File: src/sv/prac_pkg.sv
// Shared types and constants for the point rotation pipeline.
// Holds the angle formats, the CORDIC state record and the degree arctangent table.
// No dependencies.
package prac_pkg;

  localparam int unsigned ANG_W      = 26;        // input angle, Q9.16 degrees
  localparam int unsigned FOLD_W     = ANG_W + 1; // room for one wrap by 360 degrees
  localparam int unsigned XY_W       = 32;        // CORDIC cosine and sine, Q30
  localparam int unsigned Z_W        = 32;        // CORDIC residual angle, Q24 degrees
  localparam int unsigned Z_SHIFT    = 8;         // Q16 degrees to Q24 degrees
  localparam int unsigned FRAC_W     = 30;        // fraction bits of cosine and sine
  localparam int unsigned MAX_STAGES = 32;

  typedef logic signed [ANG_W-1:0]  ang_t;
  typedef logic signed [FOLD_W-1:0] fold_t;
  typedef logic signed [XY_W-1:0]   xy_t;
  typedef logic signed [Z_W-1:0]    z_t;

  localparam fold_t DEG90  = fold_t'(5898240);
  localparam fold_t DEG180 = fold_t'(11796480);
  localparam fold_t DEG360 = fold_t'(23592960);

  // Reciprocal of the CORDIC gain in Q30.
  localparam xy_t CORDIC_GAIN_Q30 = xy_t'(652032874);

  // atan(2^-i) in degrees, Q24, rounded to nearest.
  localparam z_t ATAN_DEG_Q24 [MAX_STAGES] = '{
    754974720, 445687602, 235489088, 119537938, 60000934, 30029717,
    15018523, 7509720, 3754917, 1877466, 938734, 469367, 234684, 117342,
    58671, 29335, 14668, 7334, 3667, 1833, 917, 458, 229, 115, 57, 29, 14,
    7, 4, 2, 1, 0
  };

  typedef struct packed {
    logic flip;
    xy_t  x;
    xy_t  y;
    z_t   z;
  } cordic_t;

endpackage

File: src/sv/prac_cordic_stage.sv
// One rotation-mode CORDIC iteration in degrees, with its pipeline register.
// The offsets and center ride along unchanged. Depends on prac_pkg.
module prac_cordic_stage #(
  parameter int unsigned SHIFT  = 0,
  parameter int unsigned SIDE_W = 130
) (
  input  logic              clk_i,
  input  logic              rst_ni,
  input  logic              valid_i,
  output logic              ready_o,
  input  prac_pkg::cordic_t st_i,
  input  logic [SIDE_W-1:0] side_i,
  output logic              valid_o,
  input  logic              ready_i,
  output prac_pkg::cordic_t st_o,
  output logic [SIDE_W-1:0] side_o
);
  import prac_pkg::*;

  localparam z_t ATAN = ATAN_DEG_Q24[SHIFT];

  logic        valid_q;
  xy_t         x_in, y_in, xs, ys;
  z_t          z_in;
  cordic_t     st_d, st_q;
  logic [SIDE_W-1:0] side_q;

  assign x_in = st_i.x;
  assign y_in = st_i.y;
  assign z_in = st_i.z;
  assign xs   = x_in >>> SHIFT;
  assign ys   = y_in >>> SHIFT;

  always_comb begin
    st_d.flip = st_i.flip;
    if (!z_in[Z_W-1]) begin
      st_d.x = x_in - ys;
      st_d.y = y_in + xs;
      st_d.z = z_in - ATAN;
    end else begin
      st_d.x = x_in + ys;
      st_d.y = y_in - xs;
      st_d.z = z_in + ATAN;
    end
  end

  assign ready_o = ~valid_q | ready_i;

  always_ff @(posedge clk_i or negedge rst_ni) begin
    if (!rst_ni) begin
      valid_q <= 1'b0;
    end else if (ready_o) begin
      valid_q <= valid_i;
    end
  end

  always_ff @(posedge clk_i) begin
    if (valid_i && ready_o) begin
      st_q   <= st_d;
      side_q <= side_i;
    end
  end

  assign valid_o = valid_q;
  assign st_o    = st_q;
  assign side_o  = side_q;

endmodule

File: config.mk
export PLATFORM = sky130hd
export DESIGN_NAME = prac_cordic_stage
export DESIGN_NICKNAME = d
export VERILOG_FILES = /design/src/sv/prac_pkg.sv /design/src/sv/prac_cordic_stage.sv
export SDC_FILE = /design/constraint.sdc
export NUM_CORES = 1
export LEC_CHECK = 0
export BUFFER_PORTS_ARGS = -buffer_cell sky130_fd_sc_hd__buf_2
export CORE_ASPECT_RATIO = 0.75
export CORE_MARGIN = 3
export CORE_UTILIZATION = 45
export DETAILED_ROUTE_END_ITERATION = 8
export HOLD_SLACK_MARGIN = 0.15
export PLACE_DENSITY = 0.83
export SLEW_MARGIN = 5
export SYNTH_ARGS = -nofsm -noshare
export SYNTH_HDL_FRONTEND = slang
export SYNTH_SLANG_ARGS = --single-unit
File: constraint.sdc
create_clock -name clk_i -period 6.4 [get_ports clk_i]
set_clock_uncertainty 0.1 [all_clocks]
set_input_delay 1.28 -clock clk_i [delete_from_list [all_inputs] [get_ports clk_i]]
set_output_delay 1.28 -clock clk_i [all_outputs]
set_load 0.01 [all_outputs]
==> impl_results.md, run 1 <==
- Pre-antenna DRT Iters: 8
- Area contributors post-synth: edfxtp_1, ha_1, xnor2_1, a21oi_1, inv_1
- Vias in the first global route: 9740
- Synth area leader: edfxtp_1
- Register bit total from synthesis: 227
- Critical path type: primary input to flip-flop
- Layout Nets: 1855
- I/O Buffers: 459
- Die H: 150.2 um
- Post-Syn Instances: 1076
- Gr usage total: 0.2701
- Mapped Area: 12470 um2
- Number of synthesized flops with an enable pin: 226
- Total power: 4.139 mW
- Routed vias: 10660
- Max cap viols: 0
- Final Cycle Share: 0.6449
- Core ar.: 27130 um2
- Final Cell Area: 15860 um2
- Worst-Margin Slew: 0.9677 ns
- Worst IR drop on VDD: 213.6 uV
- Die area: 29760 um2
- Multi-input gate area: 5099 um2
- CTS sink count: 227
- Hold Fails Final Rpt: 0
- Crit. End Element: flip-flop
- Area share of the leading cell type in the synthesized netlist: 0.5443
- Filler cell count: 2240
- Max incr delay on CP: 0.59 ns
- Fin Setup TNS: 0 ns
- Largest net degree at the start of global routing: 89
- Worst-Skew Late Latency: 0.50 ns
- Root buffer cell: clkbuf_16
- Worst setup SP type: primary input
- # IOs: 460
- Fin cells: 1895
- Area Growth Syn to Fin: 27.19%
- Placement Setup Slack: 1.779 ns
- Initial DRC count: 1203
- Sequential area share after synthesis: 0.5463
- Wire per inst: 22.51 um
- DRT antenna net count: 0
- Grt ovf: 0
- Slew headroom: 0.3549
- Placed inst area: 15040 um2
- Fmax: 0.2423 GHz
- Post-cts resize count: 0
- Final worst slack: 2.273 ns
- # H-tree levels: 1
- Count leader, synth: edfxtp_1
- Pins over their slew limit: 0
- Dominant synthesized flop cell: edfxtp_1
- HPWL after DPL: 34.26 mm
- Starting Density: 0.4596
- Synth warn: 0
- Fraction of registers with async set/reset: 0.004405
- Pwr/cell area: 261.0 nW/um2
- Postcts setup bufs: 0
- Synth cell count leaders: edfxtp_1, ha_1, a21oi_1, inv_1, nor2_1
- Syn_area_per_cell: 11.59 um2
- Vias/cell: 5.625
- Share of layout cells above drive strength 1: 0.3407
- Outcome: finished, final reports clean
- First-pass GRT wire length: 61.13 mm
- FF/Latch Area: 6812 um2
- Crit-path cells: buf_2 -> inv_1 -> ha_1 -> inv_2 -> a221oi_2 -> o2111a_1 -> o31ai_1 -> or3_4 -> a311oi_2 -> o31a_1 -> o211ai_1 -> xnor2_1
- Worst-case clock buffer depth: 3
- Final wirelength: 42.66 mm
- Slowest CP cell: ha_1
- Dpl cells: 1845
- DRC: 0
- Syn nets: 1411
- CP Max Fanout: 14
- Die span in x: 198.2 um
- Cell variety after synth: 73
- Hold Path Class: primary input to asynchronous set/reset pin
- Static leakage: 6.981 nW
- CP required: 6.56 ns
- Gpl congestion: 0.9963
- RSZ-0062 raised after global routing: false
- CP arrival: 4.29 ns
- TritonCTS clock tree: built
- Min Tclk post-route: 4.127 ns
- Num CTS Buffers: 24
- Clock slew at reported path FFs: 0.06 ns
- Cts hold-fix bufs: 0
- Initial antenna violation count: 9
- Core Rows: 52
- Final setup fails: 0
==> report_power, final <==
| part | switching (mW) | internal, mW | leakage (nW) |
|---|---|---|---|
| Combinational | 0.575 | 0.342 | 4.43 |
| Clock | 0.572 | 0.832 | 0.390 |
| Sequential | 0.0288 | 1.79 | 2.16 |
==> registers in the layout, indices dropped and copies added (netlist names) <==
signal and cells:
side_o 130, valid_o 1, st_o 96
==> per-layer routing <==
layer  global-route usage  routed length, um
met3              0.07047               4791
met4              0.09017               1526
met2               0.3966              18420
met5                    0                 42
met1               0.3902              17880
==> logic make-up (layout without fill, tap and decap cells) <==
kind of cell	count (synthesis)	count (layout)	share of synthesized area
other	0	6	0
XOR/XNOR	67	67	0.04707
buffers and inverters	138	600	0.04496
AND/OR/NAND/NOR	230	230	0.08741
adder cells (fa/ha/maj)	104	104	0.1068
AO/OA/AOI/OAI	295	295	0.1554
multiplexers	15	15	0.01204
flip-flops	227	227	0.5463
==> worst paths after layout <==
| path | to | slack [ns] | cells after the start | startpoint |
|---|---|---|---|---|
| min | valid_o$_DFFE_PN0N_ | 0.44 | 1 | rst_ni |
| max | st_o[63]$_DFFE_PP_ | 2.27 | 12 | st_i[49] |
| max reg2reg | st_o[47]$_DFFE_PP_ | 3.84 | 3 | valid_o$_DFFE_PN0N_ |
| min in group clk_i | valid_o$_DFFE_PN0N_ | 0.52 | 2 | valid_o$_DFFE_PN0N_ |
| min reg2reg | valid_o$_DFFE_PN0N_ | 0.52 | 2 | valid_o$_DFFE_PN0N_ |
| max in group asynchronous | valid_o$_DFFE_PN0N_ | 5.67 | 1 | rst_ni |
==> critical path, delay by kind of cell <==
family	cells	cell delay (ns)
AO/OA/AOI/OAI	6	1.47
XOR/XNOR	1	0.17
AND/OR/NAND/NOR	1	0.44
adder cells (fa/ha/maj)	1	0.59
buffers and inverters	3	0.34
==> per-stage QoR <==
step             util  hold WS (ns)
3_3_place_gp   0.5543        0.4788
5_1_grt        0.5841        0.4121
6_report       0.5845        0.4439
2_1_floorplan       -        0.5218
4_1_cts        0.5839        0.4237
3_5_place_dp   0.5543        0.4864
==> layout make-up <==
class	count	share of cell area
antenna	6	0.0009468
clock buffer	25	0.03945
clock inverter	19	0.01128
inverter	93	0.02201
multi-input combinational	711	0.3215
sequential	227	0.4295
tap	351	0.02769
timing repair buffer	463	0.1475
==> cells in the final DEF, fill, tap and decap left out, types with 16 or more instances in the layout <==
| cell type | count |
|---|---|
| a21oi_1 | 96 |
| buf_2 | 459 |
| clkbuf_16 | 25 |
| edfxtp_1 | 226 |
| ha_1 | 100 |
| inv_1 | 91 |
| nand2_1 | 58 |
| nor2_1 | 85 |
| nor3_1 | 16 |
| o21ai_0 | 60 |
| xnor2_1 | 58 |
Power figures use the tool's default switching activity.
==> inputs of run 2 (changes only) <==
--- a/config.mk
+++ b/config.mk
@@ -6,12 +6,11 @@
 export NUM_CORES = 1
 export LEC_CHECK = 0
 export BUFFER_PORTS_ARGS = -buffer_cell sky130_fd_sc_hd__buf_2
-export CORE_ASPECT_RATIO = 0.75
-export CORE_MARGIN = 3
-export CORE_UTILIZATION = 45
+export CORE_AREA = 3 3 177 179
 export DETAILED_ROUTE_END_ITERATION = 8
+export DIE_AREA = 0 0 180 182
 export HOLD_SLACK_MARGIN = 0.15
-export PLACE_DENSITY = 0.83
+export PLACE_DENSITY = 0.75
 export SLEW_MARGIN = 5
 export SYNTH_ARGS = -nofsm -noshare
 export SYNTH_HDL_FRONTEND = slang
==> constraint.sdc (replaced) <==
create_clock -name clk_i -period 3.8 [get_ports clk_i]
set_clock_uncertainty 0.1 [all_clocks]
set_input_delay 0.76 -clock clk_i [delete_from_list [all_inputs] [get_ports clk_i]]
set_output_delay 0.76 -clock clk_i [all_outputs]
set_load 0.01 [all_outputs]
==> run 2 against run 1 <==
Against the previous run: non-clock buffer count is 125 higher; global-route usage is 1.1 points lower; register-to-register slack worse by 2.0 ns; sequential share of layout area is 2.7 points lower; critical path type unchanged.
==> impl_results.md, run 2 (synthesis gave the netlist of run 1 again) <==
- Largest net degree at the start of global routing: 80 (-10%)
- Most frequent cells in the layout: buf_2, edfxtp_1, buf_4, ha_1, a21oi_1
- Hold Fails Final Rpt: 0 (unchanged)
- I/O Buffers: 459 (unchanged)
- DRC: 0 (unchanged)
- RSZ-0062 raised after global routing: false
- Pre-antenna DRT Iters: 5 (-3)
- Die span in x: 180 um (-9.2%)
- Final Cycle Share: 0.9051
- Initial DRC count: 837 (-30%)
- Outcome: finished, final reports clean
- CP arrival: 3.59 ns (-0.70 ns)
- Metal-1 WL: 18.49 mm (+3.4%)
- Worst setup SP type: primary input
- Crit. End Element: flip-flop
- Pins over their slew limit: 0 (unchanged)
- Core ar.: 29720 um2 (+9.5%)
- First-pass GRT wire length: 65.82 mm (+7.7%)
- Max cap viols: 0 (unchanged)
- Root buffer cell: clkbuf_16
- CTS sink count: 227 (unchanged)
- Slew headroom: 0.3941 (+0.03923)
- Static leakage: 7.613 nW (+9.1%)
- HPWL after DPL: 36.15 mm (+5.5%)
- Share of layout cells above drive strength 1: 0.3893 (+0.04859)
- Final Util: 0.5695 (-0.01504)
- Die H: 182 um (+21%)
- Worst-case clock buffer depth: 3 (unchanged)
- Critical path type: primary input to flip-flop
- Sw Pwr: 2.031 mW (+73%)
- Pwr/cell area: 432.7 nW/um2 (+66%)
- TritonCTS clock tree: built
- Power share of the combinational group: 0.238 (+0.016)
- Commonest non-fill, non-tap cell in the layout: buf_2
- Clock power share: 0.344 (+0.005)
- Clock slew at reported path FFs: 0.06 ns (about the same)
- Worst-Skew Late Latency: 0.50 ns (about the same)
- Starting Density: 0.4196 (-0.03999)
- Core Rows: 63 (+21%)
- Worst IR drop on VDD: 288.5 uV (+35%)
- Top Metal Used: met5
- Vias in the first global route: 10720 (+10%)
- # H-tree levels: 1 (unchanged)
- Grt ovf: 0 (unchanged)
- Hold Path Class: primary input to flip-flop
- Fmax: 0.2908 GHz
- Switching portion of total power: 0.2774 (-0.006633)
- Layout Nets: 1981 (+6.8%)
- Final setup fails: 0 (unchanged)
- Routed wl met2: 20.64 mm (+12%)
- Min Tclk post-route: 3.439 ns
- Num CTS Buffers: 25 (+4.2%)
- Worst-Margin Slew: 0.9088 ns (-0.05885 ns)
- CP Max Fanout: 4 (-10)
- Die area: 32760 um2 (+10%)
- Final wirelength: 44.76 mm (+4.9%)
- Initial antenna violation count: 4 (-5)
- CP required: 3.95 ns (-2.61 ns)
- Area Growth Syn to Fin: 35.73%
- Largest register FFs: 130 (unchanged)
- Placement Setup Slack: -0.08110 ns (-1.860 ns)
- Met3 WL post-DR: 3.489 mm (-27%)
- DRT antenna net count: 0 (unchanged)
- Gpl congestion: 0.9651 (-3.1%)
- Routed vias: 11002 (+3.2%)
- Final worst slack: 0.3607 ns (-1.912 ns)
- Wire per inst: 21.76 um (-3.4%)
- Gr usage total: 0.2589 (-0.01116)
- # IOs: 460 (unchanged)
- Sequential share of power: 0.418 (-0.021)
- P_int: 5.292 mW (+79%)
- Vias/cell: 5.349 (-4.9%)
- Post-cts resize count: 0 (unchanged)
==> run 2: changes by cell type in the layout (fill, tap and decap cells not counted), sizes merged, moves of 2 or more <==
cell      previous run  this run
buf                463       587
clkinv              13         6
clkbuf              25        30
bufinv               3         5
clkinvlp             3         1
==> run 2: area by class of cell <==
| cell class | count | area, um2 |
|---|---|---|
| multi-input cells | 711 | 5099 |
| clock buffers | 30 | 644.4 |
| clock inverters | 13 | 200.2 |
| diodes | 5 | 12.51 |
| fillers | 2540 | 12790 |
| repair buffers | 588 | 3318 |
| inverters | 93 | 349.1 |
| flip-flops and latches | 227 | 6812 |
| well taps | 390 | 488.0 |
==> run 2: timing repair <==
item / CTS / global route
setup buffers: 0 / 0
endpoints found under the setup margin: 0 / 0
hold endpoints to repair: 1 / 0
hold buffers: 1 / 0
==> run 2: per-stage QoR <==
step	cell area, um2	total power [mW]	cells	hold WS (ns)	setup TNS, ns
2_1_floorplan	12470	4.015	1076	0.3644	0
3_3_place_gp	16060	4.803	2008	0.4128	-0.2542
3_5_place_dp	16060	4.829	2008	0.4255	-0.4028
4_1_cts	16910	7.365	2052	0.3018	0
5_1_grt	16910	7.639	2053	0.2992	0
6_report	16920	7.323	2057	0.3249	0
==> run 2: worst max-delay path, stage by stage <==
cell and delay, ns:
buf_2 0.14, inv_1 0.09, ha_1 0.35, nor2b_1 0.22
o311a_1 0.26, o211ai_1 0.17, and2_1 0.21, o31a_1 0.29
buf_4 0.15, o41ai_1 0.46, buf_4 0.21, nand2_1 0.04
o21ai_0 0.14, xnor2_1 0.10
==> run 2: path summary, 6_finish.rpt <==
kind | from | to | slack (ns) | cells after the start
max in group asynchronous | rst_ni | valid_o$_DFFE_PN0N_ | 3.04 | 2
setup reg to reg | valid_o$_DFFE_PN0N_ | side_o[53]$_DFFE_PP_ | 1.83 | 3
hold reg to reg | valid_o$_DFFE_PN0N_ | valid_o$_DFFE_PN0N_ | 0.44 | 2
min in group asynchronous | rst_ni | valid_o$_DFFE_PN0N_ | 0.48 | 2
setup / recovery | st_i[33] | st_o[85]$_DFFE_PP_ | 0.36 | 14
hold / removal | side_i[37] | side_o[37]$_DFFE_PP_ | 0.32 | 1
==> run 2: per-layer routing <==
layer | up-vias | track usage
met4 | 4 | 0.1132
met1 | 5283 | 0.3465
met2 | 554 | 0.4122
li1 | 5061 | -
met3 | 100 | 0.05028
met5 | - | 0
==> run 2: power by group through the flow <==
stage | Clock (mW) | Sequential [mW] | Combinational (mW)
detailed placement | 0 | 3.11 | 1.72
floorplan | 0 | 3.22 | 0.797
CTS | 2.58 | 3.06 | 1.73
finish | 2.52 | 3.06 | 1.74
global placement | 0 | 3.11 | 1.70
global route | 2.69 | 3.07 | 1.88
==> inputs of run 3 (changes only) <==
==> constraint.sdc (replaced) <==
create_clock -name clk_i -period 3.8 [get_ports clk_i]
set_clock_uncertainty 0.1 [all_clocks]
set_input_delay 0.38 -clock clk_i [delete_from_list [all_inputs] [get_ports clk_i]]
set_output_delay 0.38 -clock clk_i [all_outputs]
set_load 0.01 [all_outputs]
==> run 3 against run 2 <==
Against the previous run: utilization grew 2.6 points; flip-flop and latch count stayed put; combinational power is essentially flat; global-route usage increased by 1.5 points; register-to-register slack got worse by 0.06 ns; sequential power about the same; critical path depth is 2 lower; critical path type unchanged; critical endpoint is now st_o[93]$_DFFE_PP_; largest cell class unchanged.
==> impl_results.md, run 3 (synthesis gave the netlist of run 1 again) <==
- Bufs and invs on worst path: 2 (-2)
- Pre-antenna DRT Iters: 5 (unchanged)
- Crit-path cells: buf_2 -> inv_1 -> ha_1 -> nand2_1 -> nor3_1 -> a211oi_1 -> a211oi_1 -> and3_1 -> o22ai_1 -> o311ai_0 -> o21ai_1 -> xnor2_1
- Worst-Skew Late Latency: 0.50 ns (about the same)
- Hold Fails Final Rpt: 0 (unchanged)
- Clock power share: 0.334 (-0.010)
- RSZ-0062 raised after global routing: false
- Post-cts resize count: 0 (unchanged)
- Die span in x: 180 um (unchanged)
- TritonCTS clock tree: built
- Power share of the combinational group: 0.241 (+0.003)
- Dpl cells: 1908 (-5.0%)
- Fmax: 0.3126 GHz (+7.5%)
- Worst path top cell family by delay: compound AO/OA/AOI/OAI gates
- DRC: 0 (unchanged)
- Gpl congestion: 0.9517 (-1.4%)
- Worst-case clock buffer depth: 3 (unchanged)
- CP required: 3.95 ns (about the same)
- Final wirelength: 46.66 mm (+4.2%)
- Root buffer cell: clkbuf_16
- I/O Buffers: 459 (unchanged)
- Largest register FFs: 130 (unchanged)
- Routed vias: 11325 (+2.9%)
- Filler cell count: 2433 (-4.2%)
- Slowest CP cell: ha_1
- CP most frequent cell: a211oi_1
- Initial DRC count: 800 (-4.4%)
- Max cap viols: 0 (unchanged)
- Gr usage total: 0.2739 (+0.01495)
- Num CTS Buffers: 25 (unchanged)
- Sw Pwr: 2.070 mW (+1.9%)
- Outcome: finished, final reports clean
- Worst-Margin Slew: 0.7456 ns (-0.1632 ns)
- CTS sink count: 227 (unchanged)
- P_int: 5.138 mW (-2.9%)
- Layout Nets: 2041 (+3.0%)
- DRT antenna net count: 0 (unchanged)
- Area Growth Syn to Fin: 41.96%
- CP Max Fanout: 15 (+11)
- Worst IR drop on VDD: 267.4 uV (-7.3%)
- Vias in the first global route: 11473 (+7.0%)
- Wire per inst: 22.07 um (+1.4%)
- Fin Setup TNS: 0 ns (unchanged)
- Worst setup SP type: primary input
- Final Util: 0.5956 (+0.02615)
- First-pass GRT wire length: 70.12 mm (+6.5%)
- Commonest non-fill, non-tap cell in the layout: buf_2
- Worst R2R Setup Slack: 1.77 ns (-0.06 ns)
- Pwr/cell area: 407.3 nW/um2 (-5.9%)
- Placement Setup Slack: 0.1399 ns (+0.2210 ns)
- Switching portion of total power: 0.2872 (+0.009818)
- Crit. End Element: flip-flop
- Core Rows: 63 (unchanged)
- Multi-input gate area: 5099 um2 (unchanged)
- CP arrival: 3.35 ns (-0.24 ns)
- # H-tree levels: 1 (unchanged)
- Largest net degree at the start of global routing: 68 (-15%)
- Final Cycle Share: 0.8418 (-0.06326)
- Initial antenna violation count: 2 (-2)
- Final setup fails: 0 (unchanged)
- Die area: 32760 um2 (unchanged)
- Slew headroom: 0.5029 (+0.1088)
- Final worst slack: 0.6011 ns (+0.2404 ns)
- Grt ovf: 0 (unchanged)
- Vias/cell: 5.357 (+0.16%)
- Core ar.: 29720 um2 (unchanged)
- Min Tclk post-route: 3.199 ns (-0.2404 ns)
- Starting Density: 0.4196 (unchanged)
- Pins over their slew limit: 0 (unchanged)
- Max incr delay on CP: 0.64 ns (+0.18 ns)
- Sequential share of power: 0.425 (+0.007)
- HPWL after DPL: 34.77 mm (-3.8%)
- Postcts setup bufs: 0 (unchanged)
- # IOs: 460 (unchanged)
- Most frequent cells in the layout: buf_2, edfxtp_1, dlygate4sd3_1, ha_1, a21oi_1
- Die H: 182 um (unchanged)
- Total power: 7.208 mW (-1.6%)
- Clock slew at reported path FFs: 0.06 ns (about the same)
- Fin cells: 2114 (+2.8%)
- Share of layout cells above drive strength 1: 0.3169 (-0.07240)
- Static leakage: 7.773 nW (+2.1%)
- Hold Path Class: primary input to flip-flop
- FF/Latch Area: 6812 um2 (unchanged)
- Critical path type: primary input to flip-flop
==> run 3: cell count changes in the layout (fill, tap and decap cells not counted) <==
cell	change
dlygate4sd3_1	+160
buf_4	-98
clkinv_1	+6
clkbuf_1	-4
diode_2	-4
buf_12	-2
bufinv_16	-2
clkinv_2	-1
clkinvlp_4	+1
inv_8	+1
==> run 3: repair_timing <==
| action | 4_1_cts | 5_1_grt |
|---|---|---|
| hold buffers | 161 | 0 |
| endpoints found under the hold margin | 159 | 0 |
| setup endpoints to repair | 0 | 0 |
==> run 3: tightest hold or removal path, stage by stage <==
cell	delay, ns
buf_2	0.08
ha_1	0.13
a21oi_1	0.04
==> run 3: power by group through the flow <==
stage               Clock [mW]  Sequential, mW  Combinational, mW
floorplan                    0            3.22              0.797
global placement             0            3.11               1.54
detailed placement           0            3.11               1.56
CTS                       2.45            3.06               1.70
global route              2.58            3.08               1.87
finish                    2.41            3.06               1.73
==> run 3: area by class of cell <==
cell class	count	share of cell area
tap	390	0.02757
clock inverter	18	0.009967
inverter	93	0.01972
multi-input combinational	711	0.2881
clock buffer	26	0.03556
timing repair buffer	648	0.2341
sequential	227	0.3848
antenna	1	0.0001414
==> run 3: per-layer routing <==
metal  track usage  up-vias  part of all wire
met5             0        -           0.00015
met4        0.1231        2             0.051
met3       0.05188      115             0.075
met2        0.4461      586              0.47
met1        0.3573     5430              0.41
li1              -     5192                 -
==> run 3: stage by stage <==
| step | cell area, um2 | hold slack (ns) |
|---|---|---|
| global route | 17700 | 0.2009 |
| CTS | 17700 | 0.1650 |
| finish | 17700 | 0.1882 |
| detailed placement | 15280 | 0.05592 |
| global placement | 15280 | 0.05459 |
| floorplan | 12470 | -0.01559 |
==> run 3: path summary, 6_finish.rpt <==
kind	startpoint	end	depth (start not counted)
hold reg to reg	valid_o$_DFFE_PN0N_	side_o[18]$_DFFE_PP_	2
setup reg to reg	valid_o$_DFFE_PN0N_	side_o[46]$_DFFE_PP_	3
max in group asynchronous	rst_ni	valid_o$_DFFE_PN0N_	3
min in group asynchronous	rst_ni	valid_o$_DFFE_PN0N_	3
setup / recovery	st_i[47]	st_o[93]$_DFFE_PP_	12
hold / removal	st_i[30]	st_o[31]$_DFFE_PP_	3
